--- config.mk ---
export PLATFORM = sky130hd
export DESIGN_NAME = tac_front_flat
export DESIGN_NICKNAME = d
export VERILOG_FILES = /design/src/rtl/tac_pkg.sv /design/src/rtl/tac_if.sv /design/src/rtl/tac_front.sv /design/src/flat_wrapper.sv
export SDC_FILE = /design/constraint.sdc
export NUM_CORES = 1
export LEC_CHECK = 0
export BUFFER_PORTS_ARGS = -buffer_cell sky130_fd_sc_hd__buf_2
export CORE_ASPECT_RATIO = 0.7
export CORE_UTILIZATION = 51
export CTS_CLUSTER_SIZE = 30
export DETAILED_ROUTE_END_ITERATION = 8
export GPL_TIMING_DRIVEN = 0
export PLACE_DENSITY = 0.79
export SLEW_MARGIN = 20
export SYNTH_ARGS = -nofsm -noshare
export SYNTH_HDL_FRONTEND = slang
export SYNTH_SLANG_ARGS = --single-unit
--- constraint.sdc ---
create_clock -name clock -period 3.8 [get_ports clock]
set_input_delay 0 -clock clock [delete_from_list [all_inputs] [get_ports clock]]
set_output_delay 0 -clock clock [all_outputs]
set_load 0.05 [all_outputs]
--- src/rtl/tac_pkg.sv ---
// Shared types and constants for the thermistor ADC to Celsius converter.
package tac_pkg;

   localparam int ADC_W     = 12;
   localparam int NUM_W     = 32;   // adc * fixed resistor, covers the default parameters
   localparam int REST_W    = 16;   // full scale minus sample
   localparam int MANT_W    = 32;   // log2 mantissa, Q31 in [1,2)
   localparam int LOG_INT_W = 5;
   localparam int LOG_FRAC  = 32;
   localparam int LOG_W     = LOG_INT_W + LOG_FRAC;
   localparam int LNR_W     = LOG_W + 1;
   localparam int WIDE_W    = 64;
   localparam int MAG_W     = 63;
   localparam int COEF_W    = 40;
   localparam int TEMP_W    = 18;
   localparam int CSR_AW    = 3;
   localparam int CSR_DW    = 40;
   localparam int MUL_LAT   = 5;
   localparam int QDEPTH    = 4;
   localparam int QPTR_W    = 2;

   localparam logic [31:0]       LN2_Q32   = 32'd2977044472;
   localparam logic [MAG_W-1:0]  MAG_CLAMP = {1'b1, 62'd0};

   // Reciprocal: T = 10*2^56 / den. T >= 2^QUO_W exactly when den <= 10*2^35.
   localparam int QUO_W = 21;
   localparam logic [WIDE_W-1:0] BIG_DEN = 64'd343597383680;

   // floor((T - 699264 + 5) / 10) = (T + ROUND_OFS) / 10 - DIV_OFS_Q
   localparam int KELVIN_X2560 = 699264;
   localparam int DIV_OFS_Q    = 70000;
   localparam int ROUND_OFS    = DIV_OFS_Q * 10 - KELVIN_X2560 + 5;
   localparam int XS_W         = 22;
   localparam int PR_W         = 44;
   localparam int RECIP_SH     = 25;
   localparam logic [XS_W-1:0] RECIP10 = 22'd3355443;  // floor(2^25 / 10)
   localparam int QQ_W         = PR_W - RECIP_SH;
   localparam int CEL_W        = 20;

   typedef enum logic [CSR_AW-1:0] {
      CSR_ADC_MIN  = 3'd0,
      CSR_ADC_MAX  = 3'd1,
      CSR_COEF_A   = 3'd2,
      CSR_COEF_B   = 3'd3,
      CSR_COEF_C   = 3'd4,
      CSR_COEF_D   = 3'd5,
      CSR_TEMP_MIN = 3'd6,
      CSR_TEMP_MAX = 3'd7
   } csr_idx_type;

   typedef struct packed {
      logic v;
      logic ok;
   } tac_ctl_type;

   typedef struct packed {
      logic              ok;
      logic [NUM_W-1:0]  num;
      logic [REST_W-1:0] rest;
   } tac_job_type;

endpackage

--- src/rtl/tac_if.sv ---
// Request and response channel interfaces.
interface tac_req_if;
   import tac_pkg::*;
   logic             valid;
   logic             ready;
   logic [ADC_W-1:0] adc_sample;
   modport source (output valid, output adc_sample, input ready);
   modport sink   (input valid, input adc_sample, output ready);
endinterface


--- src/rtl/tac_front.sv ---
// Front end: takes a sample beat, screens it and forms the divider terms.
module tac_front #(
   parameter int ADC_FULL_SCALE = 4095,
   parameter int FIXED_OHMS     = 10000
) (
   input  logic                      clock,
   input  logic                      reset,
   tac_req_if.sink                   req_ch,
   input  logic [tac_pkg::ADC_W-1:0] adc_min,
   input  logic [tac_pkg::ADC_W-1:0] adc_max,
   input  logic                      q_ready,
   output logic                      q_push,
   output tac_pkg::tac_job_type      q_job
);
   import tac_pkg::*;

   logic        v_ff, v_in;
   tac_job_type job_ff, job_in;
   logic        take;
   logic [ADC_W-1:0] adc;

   assign req_ch.ready = !v_ff || q_ready;
   assign take         = req_ch.valid && req_ch.ready;
   assign v_in         = take || (v_ff && !q_ready);
   assign adc          = req_ch.adc_sample;

   always_comb begin
      job_in.ok   = (adc >= adc_min) && (adc <= adc_max) &&
                    (REST_W'(adc) < REST_W'(ADC_FULL_SCALE)) && (adc != '0);
      job_in.num  = NUM_W'(adc) * NUM_W'(FIXED_OHMS);
      job_in.rest = REST_W'(ADC_FULL_SCALE) - REST_W'(adc);
   end

   always_ff @(posedge clock) begin
      if (reset) begin
         v_ff <= 1'b0;
      end else begin
         v_ff <= v_in;
      end
   end

   always_ff @(posedge clock) begin
      if (take) begin
         job_ff <= job_in;
      end
   end

   assign q_push = v_ff && q_ready;
   assign q_job  = job_ff;

endmodule

--- src/flat_wrapper.sv ---
// flat-port wrapper written by rule: the top's interface ports become plain ports
module tac_front_flat import tac_pkg::*;
#(
   parameter int ADC_FULL_SCALE = 4095,
   parameter int FIXED_OHMS     = 10000
)
  (clock, reset, adc_min, adc_max, q_ready, q_push, q_job, req_ch_valid, req_ch_adc_sample, req_ch_ready);
  tac_req_if req_ch_i ();
  input  logic clock;
  input  logic reset;
  input  logic [tac_pkg::ADC_W-1:0] adc_min;
  input  logic [tac_pkg::ADC_W-1:0] adc_max;
  input  logic q_ready;
  output logic q_push;
  output tac_pkg::tac_job_type q_job;
  input wire logic [$bits(req_ch_i.valid)-1:0] req_ch_valid;
  input wire logic [$bits(req_ch_i.adc_sample)-1:0] req_ch_adc_sample;
  output wire logic [$bits(req_ch_i.ready)-1:0] req_ch_ready;
  assign req_ch_i.valid = req_ch_valid;
  assign req_ch_i.adc_sample = req_ch_adc_sample;
  assign req_ch_ready = req_ch_i.ready;
  tac_front #(.ADC_FULL_SCALE(ADC_FULL_SCALE), .FIXED_OHMS(FIXED_OHMS)) u_core (.clock(clock), .reset(reset), .req_ch(req_ch_i), .adc_min(adc_min), .adc_max(adc_max), .q_ready(q_ready), .q_push(q_push), .q_job(q_job));
endmodule
==> flow_summary.yaml <==
synthesis:
  seq_area_frac_synth_pct: 26.4
  ys_ff_latch: 36
  yosys.area_share.simple_pct: 6.83
  ys_warn_count: 0
  synth_xor_area_share_pct: 2.59
  synth-async-reset-ratio_pct: 0
  synthAdderAreaFrac_pct: 39.7
  synth_cell_types: 51
  synth_edf_count: 35
  synth_area_mm2: 0.00406
  synthFlopType: "edfxtp_1"
  synth_compound_area_share_pct: 13.0
  synth.area.mux_share_pct: 0
  netlist_instances: 398
  synth_top_family_by_area: "adder cells"
  syn_area_per_cell_um2: 10.2
sta:
  drv_slew: 0
  fin_ws_ps: 12.8
  fin_crit_ps: 3790
  fmax_ghz: 0.264
  skew_ps: 5.78
  rsz0062_at_grt: "true"
  timing_hold_violations_final: 0
  tns_ps: 0
  whs_ps: 16.0
  finalSetupViolCount: 0
  fin_crit_sh_pct: 99.7
global_route:
  gr-usage-all-layers_pct: 23.4
  grt_pass1_wl_mm: 15.1
  grt_overflow: 0
  grt_max_degree: 25
  grt_pass1_vias: 3279
  antenna_found_initial: 0
layout:
  num-nets-final: 677
  fin_area_mm2: 0.00529
  area_growth_pct: 30.3
  diodes: 0
  drive_gt1_share_pct: 32.3
min_path:
  hp-start: "req_ch_adc_sample[3]"
  hp-class: "primary input to flop"
routing:
  viasPerCell: 5.31
  first_iter_violations: 171
  drc: 0
  ant_nets: 0
  wl_per_cell_um: 15.4
  wl_mm: 9.57
  vias: 3295
  firstDrtPassIters: 5
clocking:
  cts_buffers: 5
  clockBufferDepth: 2
  insertion_delay_ps: 290
  clkSlewWorstSetupHoldPaths_ps: 60
  ctsRootBufferMaster: "clkbuf_16"
  cts.sinks: 36
  cts_tree: "done"
  htree_levels: 2
power_and_ir_drop:
  leakage_uw: 0.00274
  p_total_uw: 3460
  ir_drop_uv: 509
  powerDensity_mw_per_mm2: 653
placement:
  port_buffers: 76
  dpl_worst_slack_ps: -550
  dpl-instance-area_mm2: 0.00469
  dpl.hpwl_mm: 7.22
  gp_congestion: 0.905
die:
  start_util_pct: 54.1
  die_h_um: 76.7
  die_area_mm2: 0.00834
  die_x_um: 109
  coreArea_mm2: 0.00751
  rows: 26
  io_pins: 91
critical_path:
  path_class: "primary input to flop"
  crit_start: "req_ch_adc_sample[4]"
  cp_data_required_time_ps: 3840
  reg2reg_from: "u_core.v_ff$_SDFF_PP0_"
  arrival_ps: 3830
  path_max_fanout: 6
  end_kind: "flop"
  worstSetupStartpointType: "primary input"
flow_run:
  max_cap_violations: 0
status:
  run_status: "complete, no violations"
placed cells by master, fill, tap and decap left out, types with 2 or more instances in the layout:
cell / instances
a211oi_1: 4
a21o_1: 16
a21oi_1: 19
a21oi_2: 3
and2_1: 3
buf_2: 68
buf_4: 42
clkbuf_1: 3
clkbuf_16: 5
clkbuf_4: 2
clkinvlp_4: 6
conb_1: 14
dlygate4sd3_1: 3
edfxtp_1: 35
fa_1: 23
ha_1: 78
ha_4: 14
inv_1: 78
inv_2: 8
nand2_1: 8
nand2_2: 2
nand2b_1: 4
nand3_1: 2
nand4_1: 9
nor2_1: 8
nor2b_1: 2
nor3_1: 2
o21ai_0: 8
o21ai_2: 2
o21bai_1: 2
o22ai_1: 2
o311a_1: 2
xnor2_1: 8
xor2_1: 4
repair_timing:
item / 4_1_cts / 5_1_grt
resized for setup: 22 / 25
endpoints found under the setup margin: 8 / 7
hold endpoints to repair: 2 / 0
hold buffers: 3 / 0
buffers inserted: 7 / 17
gates cloned: 0 / 0
pin swaps: 5 / 15
state kept, by name, indices dropped and copies added (netlist names):
signal        count
u_core.v_ff       1
u_core.q_job     35
worst max-delay path, cell delays in order:
cell        delay, ps
buf_12            100
clkinvlp_4        130
fa_1              570
inv_2              50
ha_4              260
inv_2              30
fa_1              490
inv_2              50
ha_4              260
inv_2              40
fa_1              540
inv_2              50
ha_4              230
and2_1            140
o211ai_1          310
nand3_4           140
a2bb2oi_4         180
a211o_1           270
per-stage QoR:
step                      cells  utilization (%)
final                       621             70.4
after global routing        621             70.4
after CTS                   604             66.7
after detailed placement    586             62.5
after global placement      585             62.1
after floorplan             411                -
layer usage:
metal  global-route usage [%]  part of all wire [%]  up-vias
met5                        0                     0        -
met4                     7.03                   1.2        0
met3                     4.76                   6.3       13
met2                     36.8                    46      107
met1                     32.2                    46     1593
li1                         -                     -     1582
power by group:
group / switching [µW] / total [µW] / internal (µW)
combinational: 1380 / 2370 / 993
sequential: 20.5 / 618 / 598
clock: 163 / 472 / 309
cell families (layout without fill, tap and decap cells):
family | Yosys count | count (layout)
adder cells (fa/ha/maj) | 115 | 115
AO/OA/AOI/OAI | 75 | 75
flip-flops | 36 | 36
other | 1 | 14
AND/OR/NAND/NOR | 49 | 49
XOR/XNOR | 12 | 12
buffers and inverters | 110 | 222
cells in the mapped netlist, types with 2 or more instances:
cell type	instances	area share, %
nand2_1	10	0.92
o21bai_1	2	0.37
o21ai_1	2	0.25
nor3_1	2	0.25
xor2_1	4	0.86
fa_1	23	11
inv_1	92	8.5
nor2_1	8	0.74
nor2b_1	2	0.31
o21ai_0	8	0.99
nand2b_1	4	0.62
clkbuf_1	3	0.28
o22ai_1	2	0.31
nand4_1	9	1.4
a211oi_1	4	0.74
edfxtp_1	35	26
ha_1	92	28
a21o_1	16	3.0
a21oi_1	22	2.7
o311a_1	2	0.49
buf_4	14	2.6
and2_1	4	0.62
nand3_1	3	0.37
xnor2_1	8	1.7
area by class of cell:
type	count	area [µm²]
Inverter	92	368
Fill cell	542	2220
Timing Repair Buffer	104	662
Sequential cell	36	1070
Tap cell	98	123
Clock buffer	6	129
Buffer	18	125
Clock inverter	2	35.0
Multi-Input combinational cell	265	2780
worst paths after layout:
check | end | slack, ps | cells after the start
setup / recovery | u_core.q_job[41]$_DFFE_PP_ | 10 | 18
setup reg to reg | u_core.q_job[23]$_DFFE_PP_ | 2470 | 3
hold / removal | u_core.q_job[23]$_DFFE_PP_ | 20 | 1
hold reg to reg | u_core.q_job[31]$_DFFE_PP_ | 940 | 2
Power figures use the tool's default switching activity.
