$ cat config.mk
export PLATFORM = sky130hd
export DESIGN_NAME = tac_queue
export DESIGN_NICKNAME = d
export VERILOG_FILES = /design/src/rtl/tac_pkg.sv /design/src/rtl/tac_queue.sv
export SDC_FILE = /design/constraint.sdc
export NUM_CORES = 1
export LEC_CHECK = 0
export CORE_MARGIN = 2
export CORE_UTILIZATION = 67
export CTS_CLUSTER_DIAMETER = 60
export DETAILED_ROUTE_END_ITERATION = 10
export DONT_BUFFER_PORTS = 1
export GPL_ROUTABILITY_DRIVEN = 0
export PLACE_DENSITY = 0.94
export SLEW_MARGIN = 0
export SYNTH_ARGS = -nofsm -noshare
export SYNTH_HDL_FRONTEND = slang
export SYNTH_SLANG_ARGS = --single-unit
export TNS_END_PERCENT = 50
$ cat constraint.sdc
create_clock -name clock -period 6 [get_ports clock]
set_input_delay 1.2 -clock clock [delete_from_list [all_inputs] [get_ports clock]]
set_output_delay 1.2 -clock clock [all_outputs]
set_load 0.01 [all_outputs]
$ cat src/rtl/tac_pkg.sv
// Shared types and constants for the thermistor ADC to Celsius converter.
package tac_pkg;

   localparam int ADC_W     = 12;
   localparam int NUM_W     = 32;   // adc * fixed resistor, covers the default parameters
   localparam int REST_W    = 16;   // full scale minus sample
   localparam int MANT_W    = 32;   // log2 mantissa, Q31 in [1,2)
   localparam int LOG_INT_W = 5;
   localparam int LOG_FRAC  = 32;
   localparam int LOG_W     = LOG_INT_W + LOG_FRAC;
   localparam int LNR_W     = LOG_W + 1;
   localparam int WIDE_W    = 64;
   localparam int MAG_W     = 63;
   localparam int COEF_W    = 40;
   localparam int TEMP_W    = 18;
   localparam int CSR_AW    = 3;
   localparam int CSR_DW    = 40;
   localparam int MUL_LAT   = 5;
   localparam int QDEPTH    = 4;
   localparam int QPTR_W    = 2;

   localparam logic [31:0]       LN2_Q32   = 32'd2977044472;
   localparam logic [MAG_W-1:0]  MAG_CLAMP = {1'b1, 62'd0};

   // Reciprocal: T = 10*2^56 / den. T >= 2^QUO_W exactly when den <= 10*2^35.
   localparam int QUO_W = 21;
   localparam logic [WIDE_W-1:0] BIG_DEN = 64'd343597383680;

   // floor((T - 699264 + 5) / 10) = (T + ROUND_OFS) / 10 - DIV_OFS_Q
   localparam int KELVIN_X2560 = 699264;
   localparam int DIV_OFS_Q    = 70000;
   localparam int ROUND_OFS    = DIV_OFS_Q * 10 - KELVIN_X2560 + 5;
   localparam int XS_W         = 22;
   localparam int PR_W         = 44;
   localparam int RECIP_SH     = 25;
   localparam logic [XS_W-1:0] RECIP10 = 22'd3355443;  // floor(2^25 / 10)
   localparam int QQ_W         = PR_W - RECIP_SH;
   localparam int CEL_W        = 20;

   typedef enum logic [CSR_AW-1:0] {
      CSR_ADC_MIN  = 3'd0,
      CSR_ADC_MAX  = 3'd1,
      CSR_COEF_A   = 3'd2,
      CSR_COEF_B   = 3'd3,
      CSR_COEF_C   = 3'd4,
      CSR_COEF_D   = 3'd5,
      CSR_TEMP_MIN = 3'd6,
      CSR_TEMP_MAX = 3'd7
   } csr_idx_type;

   typedef struct packed {
      logic v;
      logic ok;
   } tac_ctl_type;

   typedef struct packed {
      logic              ok;
      logic [NUM_W-1:0]  num;
      logic [REST_W-1:0] rest;
   } tac_job_type;

endpackage

$ cat src/rtl/tac_queue.sv
// Short job queue between the front end and the arithmetic pipeline.
module tac_queue (
   input  logic                 clock,
   input  logic                 reset,
   input  logic                 push,
   input  tac_pkg::tac_job_type wjob,
   output logic                 wr_ready,
   input  logic                 pop,
   output logic                 rd_valid,
   output tac_pkg::tac_job_type rjob
);
   import tac_pkg::*;

   tac_job_type       mem_ff [0:QDEPTH-1];
   logic [QPTR_W-1:0] wp_ff, wp_in, rp_ff, rp_in;
   logic [QPTR_W:0]   cnt_ff, cnt_in;

   assign wr_ready = cnt_ff != (QPTR_W+1)'(QDEPTH);
   assign rd_valid = cnt_ff != '0;
   assign rjob     = mem_ff[rp_ff];

   always_comb begin
      wp_in  = push ? wp_ff + 1'b1 : wp_ff;
      rp_in  = pop ? rp_ff + 1'b1 : rp_ff;
      cnt_in = cnt_ff;
      if (push && !pop) begin
         cnt_in = cnt_ff + 1'b1;
      end else if (pop && !push) begin
         cnt_in = cnt_ff - 1'b1;
      end
   end

   always_ff @(posedge clock) begin
      if (reset) begin
         wp_ff  <= '0;
         rp_ff  <= '0;
         cnt_ff <= '0;
      end else begin
         wp_ff  <= wp_in;
         rp_ff  <= rp_in;
         cnt_ff <= cnt_in;
      end
   end

   always_ff @(posedge clock) begin
      if (push) begin
         mem_ff[wp_ff] <= wjob;
      end
   end

endmodule

==> results.md, run 1 <==
- LEAKAGE: 2.61 nW
- Cell Chain, Critical Path: mux4_1
- Final worst slack: 2570 ps
- Synthesized Nets: 360
- Hold WC Path Type: reg -> reg
- Layout cell share with drive strength beyond 1: 25.8%
- Routed WL per cell: 24.3 µm
- Switching part of the total power: 20.1%
- CTS Sinks: 205
- Met3 Wirelength: 1010 µm
- Leading cell types in the layout, fill and taps excluded: edfxtp_1 (196), mux4_2 (47), clkbuf_16 (19), nor2_1 (8), dfxtp_1 (7)
- DRC violations left: 0
- TritonCTS clock tree: yes
- Min cycle time layout: 3430 ps
- Most common cell after layout, fill and taps aside: edfxtp_1
- Clk root buf: clkbuf_8
- Buf/Inv on CP: 0
- Finish-stage setup viols: 0
- Yosys warns: 0
- RSZ-0062 raised after global routing: no
- Post-synth ARST share: 0%
- Core Region: 10900 µm²
- Pre-CTS setup slack: 3010 ps
- Setup crit start kind: flop
- Fmax: 0.291 GHz
- Synth Instances: 301
- IO Port Bufs: 0
- Pint: 2.45 mW
- Setup bufs post-CTS: 0
- Area leader, netlist: edfxtp_1
- Post-synth EDFFs: 196
- Final Cycle Share: 57.2%
- Area share of the largest cell type after synthesis: 78.2%
- Final slew viol count: 0
- Post-layout nets: 375
- Antenna fix cells: 0
- Post-Syn Area: 7520 µm²
- Hold buffer count at cts: 0
- Crit path max-delay family: flip-flops
- Critical path's slowest cell: dfxtp_4
- Fin. Hold Viols: 0
- CTS H-tree depth: 1
- Syn-to-layout area delta: 10.1%
- Max_slew headroom: 36.0%
- Gate power share: 6.6%
- Starting DRT DRC Count: 267
- Row count: 38
- Max_cap viols: 0
- Tightest Pin Transition: 959 ps
- Clock group share of total power: 38.6%
- Clock transition at the registers of the reported paths: 60 ps
- Crit Path Max Fanout: 49
- I/O pin cnt: 104
- Die X: 110 µm
- Pwr per Cell Area: 370 nW/µm²
- Final ANT Viol Nets: 0
- Number of global-route vias before repair: 3211
- Final WL: 11400 µm
- Worst Setup End Kind: output port
- Clock Tree Buf Depth: 3
- Fin Hold WS: 509 ps
- Remaining Overflow, GRT: 0
- Die ar.: 12100 µm²
- Routed vias: 2966
- CTS resizes: 0
- Initial Util: 69.1%
- Drt first pass iters: 4
- Setup TNS: 0 ps
- Highest Signal Layer: met4
- Cts bufs inserted: 20
- DR vias/cell: 6.31
- Unique cell type count in the Yosys netlist: 22
- Status: finished clean
- Die height: 110 µm
- Metal-1 WL: 4340 µm
- Met2 WL: 5930 µm
- Seq pwr share: 54.8%
- Syn_area_per_cell: 25.0 µm²
- Sequential area share after synthesis: 80.6%
- All-Layer GR Usage: 19.3%
- Largest net degree at the start of global routing: 50
- Post-synthesis register bit count: 205
- Switch Pwr: 0.616 mW
- CP Data Arrival Time: 2230 ps
- Antenna violations before repair: 0
- Ranking of synthesized cells by area: edfxtp_1 (78%), mux4_2 (14%), dfxtp_1 (2.4%), ha_1 (0.83%), mux4_1 (0.70%)
- Setup Skew: 8.55 ps
- Slowest stage delay, CP: 990 ps
- Clk Latency, worst-skew pair: 510 ps
- VDD IR-drop max: 295 µV
- DP HPWL: 6310 µm
- CP Class: reg -> out
- CP required: 4800 ps
- Ys flop type: edfxtp_1
- First-pass GRT wire length: 17100 µm
==> cells in the mapped netlist, types with 3 or more instances <==
master      n
edfxtp_1  196
ha_1        5
buf_1       3
xor2_1      3
mux4_2     47
dfxtp_1     9
inv_1       4
buf_4       3
nor2_1      8
and2_1      4
==> registers in the layout, summed over array words and instances (netlist names), named ones only <==
name and cells:
wp_ff 2, rp_ff 2, cnt_ff 3, mem_ff 196
==> per-layer routing <==
| layer | vias up | GRT usage [%] |
|---|---|---|
| li1 | 1289 | - |
| met1 | 1552 | 24.0 |
| met2 | 113 | 33.5 |
| met3 | 12 | 6.16 |
| met4 | 0 | 4.52 |
| met5 | - | 0 |
==> power by group through the flow <==
stage                     Sequential [mW]  Clock (mW)  Combinational [mW]
after floorplan                      1.69           0               0.192
after global placement               1.71           0               0.200
after detailed placement             1.71           0               0.203
after CTS                            1.68        1.20               0.207
after global routing                 1.69        1.26               0.217
final                                1.68        1.18               0.202
==> area by class of cell <==
class,count,area [µm²]
flip-flops and latches,205,6070
fillers,508,2610
multi-input cells,80,1350
clock buffers,28,549
well taps,140,175
clock inverters,8,87.6
repair buffers,5,37.5
inverters,4,15.0
==> path summary, 6_finish.rpt <==
path,startpoint,endpoint,slack [ps],cells after the start
max,flop,rjob[42],2570,1
min,cnt_ff[2],cnt_ff[2],510,2
max reg2reg,wp_ff[0],mem_ff[0][47],4230,4
min reg2reg,cnt_ff[2],cnt_ff[2],510,2
==> through the flow <==
step           instances  cell area (µm²)  utilization [%]  power [mW]
2_1_floorplan        301             7520                -        1.88
3_3_place_gp         434             7650             70.2        1.91
3_5_place_dp         434             7650             70.2        1.92
4_1_cts              470             8280             76.1        3.09
5_1_grt              470             8280             76.1        3.17
6_report             470             8280             76.1        3.07
==> worst min-delay path, delay by kind of cell (launching register included) <==
family | cells | cell delay [ps]
compound gates | 2 | 140
flops | 1 | 330
==> cell families after synthesis <==
group | count (synthesis) | share of synthesized area [%]
fa+ha+maj | 6 | 1.10
mux | 51 | 15.0
xor+xnor | 5 | 0.582
buf+inv | 16 | 1.51
simple gates | 16 | 0.998
compound gates | 2 | 0.133
flops | 205 | 80.6
No activity file was read; power rests on OpenSTA's default activity.
==> inputs of run 2 (changes only) <==
--- a/config.mk
+++ b/config.mk
@@ -6,12 +6,12 @@
 export NUM_CORES = 1
 export LEC_CHECK = 0
 export CORE_MARGIN = 2
-export CORE_UTILIZATION = 67
+export CORE_UTILIZATION = 56
 export CTS_CLUSTER_DIAMETER = 60
 export DETAILED_ROUTE_END_ITERATION = 10
 export DONT_BUFFER_PORTS = 1
 export GPL_ROUTABILITY_DRIVEN = 0
-export PLACE_DENSITY = 0.94
+export PLACE_DENSITY = 0.85
 export SLEW_MARGIN = 0
 export SYNTH_ARGS = -nofsm -noshare
 export SYNTH_HDL_FRONTEND = slang
==> constraint.sdc (replaced) <==
create_clock -name clock -period 2.95 [get_ports clock]
set_input_delay 0.59 -clock clock [delete_from_list [all_inputs] [get_ports clock]]
set_output_delay 0.59 -clock clock [all_outputs]
set_load 0.01 [all_outputs]
==> run 2 against run 1 <==
Against the previous run:
- first-iteration DRC count is 25% lower
- count of clock-buffer cells in the layout stayed put
- clock skew is 6.0 ps higher
- non-clock buffer count is 4 higher
- die area is 19% higher
- worst hold slack worse by 340 ps
- via count is 1.1% higher
- worst setup slack worse by 2200 ps
- utilization is 12 points lower
- routed wire length is 7.2% higher
- final cell count is 8.3% higher
- critical path type unchanged
- sequential share of layout area is 1.3 points lower
==> results.md, run 2 (synthesis gave the netlist of run 1 again) <==
- Cts bufs inserted: 20 (unchanged)
- Hold WC Path Type: in -> reg
- TritonCTS clock tree: yes
- DR vias/cell: 5.89 (-6.7%)
- IO Port Bufs: 0 (unchanged)
- Finish-stage setup viols: 0 (unchanged)
- Clk root buf: clkbuf_16
- Setup TNS: 0 ps (unchanged)
- Hold_sp: reset
- Post-layout nets: 379 (+1.1%)
- Fin Hold WS: 168 ps (-340 ps)
- Min cycle time layout: 2620 ps
- DRC violations left: 0 (unchanged)
- Antenna fix cells: 0 (unchanged)
- Row count: 42 (+11%)
- Syn-to-layout area delta: 12.2%
- LEAKAGE: 2.66 nW (+1.8%)
- Max reg flops: 196 (unchanged)
- Die ar.: 14400 µm² (+19%)
- Most common cell after layout, fill and taps aside: edfxtp_1
- DP HPWL: 7800 µm (+24%)
- Worst r2r dst: mem_ff[1][7]
- Fin. Hold Viols: 0 (unchanged)
- Starting DRT DRC Count: 201 (-25%)
- CTS Sinks: 205 (unchanged)
- Antenna violations before repair: 0 (unchanged)
- Initial Util: 57.0% (-12 points)
- CP Class: reg -> out
- Min-Delay Path Depth: 1 (-1)
- Die height: 120 µm (+9.0%)
- Routed vias: 2998 (+1.1%)
- Max_slew headroom: 47.7% (+12 points)
- Worst Setup End Kind: output port
- Clock Tree Buf Depth: 3 (unchanged)
- Crit Path Max Fanout: 23 (-53%)
- VDD IR-drop max: 494 µV (+67%)
- CTS resizes: 0 (unchanged)
- Power Total: 6.28 mW (+100%)
- Final Cycle Share: 88.9%
- Leading cell types in the layout, fill and taps excluded: edfxtp_1 (196), mux4_2 (47), clkbuf_16 (21), nor2_1 (8), dfxtp_1 (7)
- Pwr per Cell Area: 744 nW/µm² (+100%)
- Setup Skew: 14.5 ps (+5.97 ps)
- Reg2reg setup slack: 1140 ps (-3090 ps)
- Fmax: 0.381 GHz
- Status: finished clean
- Drt first pass iters: 5 (+1)
- R2R depth: 4 (unchanged)
- All-Layer GR Usage: 17.6% (-1.7 points)
- Setup bufs post-CTS: 0 (unchanged)
- CP Data Arrival Time: 2030 ps (-200 ps)
- Final slew viol count: 0 (unchanged)
- RSZ-0062 raised after global routing: no
- Max_cap viols: 0 (unchanged)
- CP required: 2360 ps (-2440 ps)
- Clk Latency, worst-skew pair: 480 ps (-30 ps)
- Routed WL per cell: 24.0 µm (-1.0%)
- Number of global-route vias before repair: 3317 (+3.3%)
- Hold buffer count at cts: 0 (unchanged)
- CTS H-tree depth: 1 (unchanged)
- Core Region: 13200 µm² (+21%)
- Remaining Overflow, GRT: 0 (unchanged)
- Largest net degree at the start of global routing: 34 (-32%)
- Tightest Pin Transition: 784 ps (-176 ps)
- Final ANT Viol Nets: 0 (unchanged)
- Setup crit start kind: flop
- Final WL: 12200 µm (+7.2%)
- Largest regs: mem_ff x196, cnt_ff x3
- I/O pin cnt: 104 (unchanged)
- Core Util, Final: 64.0% (-12 points)
- Clock transition at the registers of the reported paths: 60 ps (about the same)
- RR Startpoint: wp_ff[1]
- Layout cell share with drive strength beyond 1: 26.7% (+0.97 points)
- Reg with most FFs: mem_ff
- First-pass GRT wire length: 18800 µm (+10%)
- Die X: 120 µm (+9.0%)
-- run 2: changes by cell type in the layout (fill, tap and decap cells not counted), sizes merged --
cell	before	now
buf	5	9
bufinv	2	1
clkinvlp	1	0
inv	4	5
-- run 2: worst max-delay path by stage --
stage               startpoint  cells past startpoint            to  slack, ps
floorplan                 push                      1  mem_ff[0][0]        780
global placement          flop                      2      rjob[11]        790
detailed placement        flop                      2      rjob[13]        760
CTS                       flop                      2      rjob[13]        250
global route              flop                      2       rjob[5]        170
finish                    flop                      2      rjob[16]        330
-- run 2: layer usage --
| metal | part of all wire, % | track usage (%) | up-vias |
|---|---|---|---|
| met4 | 1.5 | 4.41 | 0 |
| met2 | 50 | 29.2 | 109 |
| met5 | 0 | 0 | - |
| met3 | 11 | 8.79 | 18 |
| met1 | 37 | 20.7 | 1574 |
| li1 | - | - | 1297 |
-- run 2: power by group --
group	internal, mW	switching (mW)
logic	0.206	0.243
registers	3.34	0.0654
clock network	1.46	0.962
-- run 2: metrics by stage --
stage	cells	setup slack, ps	area [µm²]
detailed placement	474	757	7800
CTS	509	249	8440
global route	509	168	8440
global placement	474	788	7800
floorplan	301	776	7520
finish	509	327	8440
-- run 2: worst max-delay path, cell delays in order, from the launching register on --
cell and delay [ps]:
dfxtp_4 640, buf_4 330, mux4_2 580
-- run 2: layout make-up --
| cell class | count | area [µm²] |
|---|---|---|
| clock buffers | 28 | 582 |
| clock inverters | 7 | 58.8 |
| fillers | 833 | 4750 |
| inverters | 4 | 15.0 |
| multi-input cells | 80 | 1350 |
| flip-flops and latches | 205 | 6070 |
| well taps | 176 | 220 |
| repair buffers | 9 | 143 |
==> inputs of run 3 (changes only) <==
--- a/config.mk
+++ b/config.mk
@@ -11,7 +11,7 @@
 export DETAILED_ROUTE_END_ITERATION = 10
 export DONT_BUFFER_PORTS = 1
 export GPL_ROUTABILITY_DRIVEN = 0
-export PLACE_DENSITY = 0.85
+export PLACE_DENSITY = 0.81
 export SLEW_MARGIN = 0
 export SYNTH_ARGS = -nofsm -noshare
 export SYNTH_HDL_FRONTEND = slang
==> run 3 against run 2 <==
Against the previous run:
- final cell count increased by 0.79%
- clock power increased by 5%
- design area about the same
- non-clock buffer count increased by 3
- total power increased by 2.0%
- utilization about the same
- largest power group unchanged
- worst hold slack improved by 2.1 ps
- largest cell class unchanged
- critical path depth unchanged
- combinational power about the same
- global-route usage increased by 1.4 points
==> results.md, run 3 (synthesis gave the netlist of run 1 again) <==
- Leading cell types in the layout, fill and taps excluded: edfxtp_1 (196), mux4_2 (47), clkbuf_16 (21), buf_4 (10), nor2_1 (8)
- RSZ-0062 raised after global routing: no
- Routed WL per cell: 25.2 µm (+5.1%)
- CP Data Arrival Time: 2010 ps (-20 ps)
- Status: finished clean
- Crit Path Max Fanout: 19 (-17%)
- Min cycle time layout: 2600 ps (-24.1 ps)
- Cts bufs inserted: 21 (+5.0%)
- Most common cell after layout, fill and taps aside: edfxtp_1
- DRC violations left: 0 (unchanged)
- Row count: 42 (unchanged)
- Setup crit start kind: flop
- Finish-stage setup viols: 0 (unchanged)
- Die height: 120 µm (unchanged)
- Fmax: 0.385 GHz (+0.93%)
- Power Total: 6.40 mW (+2.0%)
- Setup TNS: 0 ps (unchanged)
- Post-layout nets: 383 (+1.1%)
- Final ANT Viol Nets: 0 (unchanged)
- CP required: 2360 ps (about the same)
- Drt first pass iters: 5 (unchanged)
- Placed insts: 477 (+0.63%)
- Final slew viol count: 0 (unchanged)
- Die ar.: 14400 µm² (unchanged)
- All-Layer GR Usage: 19.0% (+1.4 points)
- Fillers: 843 (+1.2%)
- Max_cap viols: 0 (unchanged)
- DR vias/cell: 5.93 (+0.61%)
- I/O pin cnt: 104 (unchanged)
- Reg with most FFs: mem_ff
- Hold WC Path Type: in -> reg
- Final Cycle Share: 88.1% (-0.82 points)
- Hold buffer count at cts: 0 (unchanged)
- CTS resizes: 0 (unchanged)
- Number of global-route vias before repair: 3388 (+2.1%)
- Pwr per Cell Area: 758 nW/µm² (+1.9%)
- Met2 WL: 6610 µm (+7.9%)
- Setup Skew: 5.32 ps (-9.20 ps)
- Setup bufs post-CTS: 0 (unchanged)
- Remaining Overflow, GRT: 0 (unchanged)
- CP Class: reg -> out
- Clock Tree Buf Depth: 3 (unchanged)
- Core Util, Final: 64.0% (about the same)
- Layout cell share with drive strength beyond 1: 27.9% (+1.2 points)
- Final WL: 12900 µm (+5.9%)
- Antenna fix cells: 0 (unchanged)
- Largest net degree at the start of global routing: 40 (+18%)
- Highest Signal Layer: met4
- Antenna violations before repair: 0 (unchanged)
- Starting DRT DRC Count: 311 (+55%)
- Worst Setup End Kind: output port
- Clock transition at the registers of the reported paths: 50 ps (about the same)
- DP HPWL: 7760 µm (-0.52%)
- Met3 Wirelength: 1240 µm (-10%)
- Clk root buf: clkbuf_16
- Clk Latency, worst-skew pair: 480 ps (about the same)
- Max reg flops: 196 (unchanged)
- CTS Sinks: 205 (unchanged)
- VDD IR-drop max: 441 µV (-11%)
- Largest regs: mem_ff x196, cnt_ff x3
- Fin Hold WS: 170 ps (+2.07 ps)
- Tightest Pin Transition: 660 ps (-124 ps)
- Max_slew headroom: 56.0% (+8.3 points)
- LEAKAGE: 2.68 nW (+0.64%)
- Syn-to-layout area delta: 12.2% (about the same)
- Routed vias: 3040 (+1.4%)
- Initial Util: 57.0% (unchanged)
- Fin. Hold Viols: 0 (unchanged)
- Non-Filler Instances: 513 (+0.79%)
- IO Port Bufs: 0 (unchanged)
- First-pass GRT wire length: 20000 µm (+6.2%)
- TritonCTS clock tree: yes
- Die X: 120 µm (unchanged)
- Core Region: 13200 µm² (unchanged)
- CTS H-tree depth: 1 (unchanged)
- Metal-1 WL: 4830 µm (+6.8%)
run 3: cell count changes in the layout (fill, tap and decap cells not counted):
cell | before | now
clkbuf_8 | 3 | 0
clkinv_2 | 1 | 3
buf_12 | 6 | 2
clkinvlp_4 | 0 | 1
bufinv_16 | 1 | 3
clkbuf_1 | 4 | 3
buf_4 | 3 | 10
run 3: critical path, cell delays in order (launching register included):
cell	delay [ps]
dfxtp_4	570
buf_4	340
mux4_2	600
run 3: final timing paths:
kind	startpoint	end	slack [ps]	depth (start not counted)
worst max register to register	wp_ff[0]	mem_ff[3][47]	1110	3
worst max-delay path	flop	rjob[34]	350	2
worst min-delay path	reset	flop	170	1
worst min register to register	cnt_ff[2]	cnt_ff[2]	510	2
run 3: power by group:
part	leakage, nW	switching [mW]	internal [mW]
clock network	0.327	0.980	1.56
logic	0.474	0.249	0.201
registers	1.88	0.0657	3.34
run 3: area by class of cell:
cell class                 instances  area (µm²)  area share, %
multi-input combinational         80        1350           16.0
sequential                       205        6070           71.9
clock buffer                      24         537           6.36
clock inverter                    12         136           1.62
tap                              176         220           2.61
inverter                           4        15.0          0.178
timing repair buffer              12         115           1.36
run 3: layer usage:
layer	GRT usage [%]	vias up
met5	0	-
met4	5.88	0
met3	6.42	23
met2	30.6	127
met1	24.9	1586
li1	-	1304
run 3: per-stage QoR:
step | area, µm² | setup slack, ps
6_report | 8440 | 351
4_1_cts | 8440 | 276
3_5_place_dp | 7770 | 797
5_1_grt | 8440 | 210
2_1_floorplan | 7520 | 776
3_3_place_gp | 7770 | 815
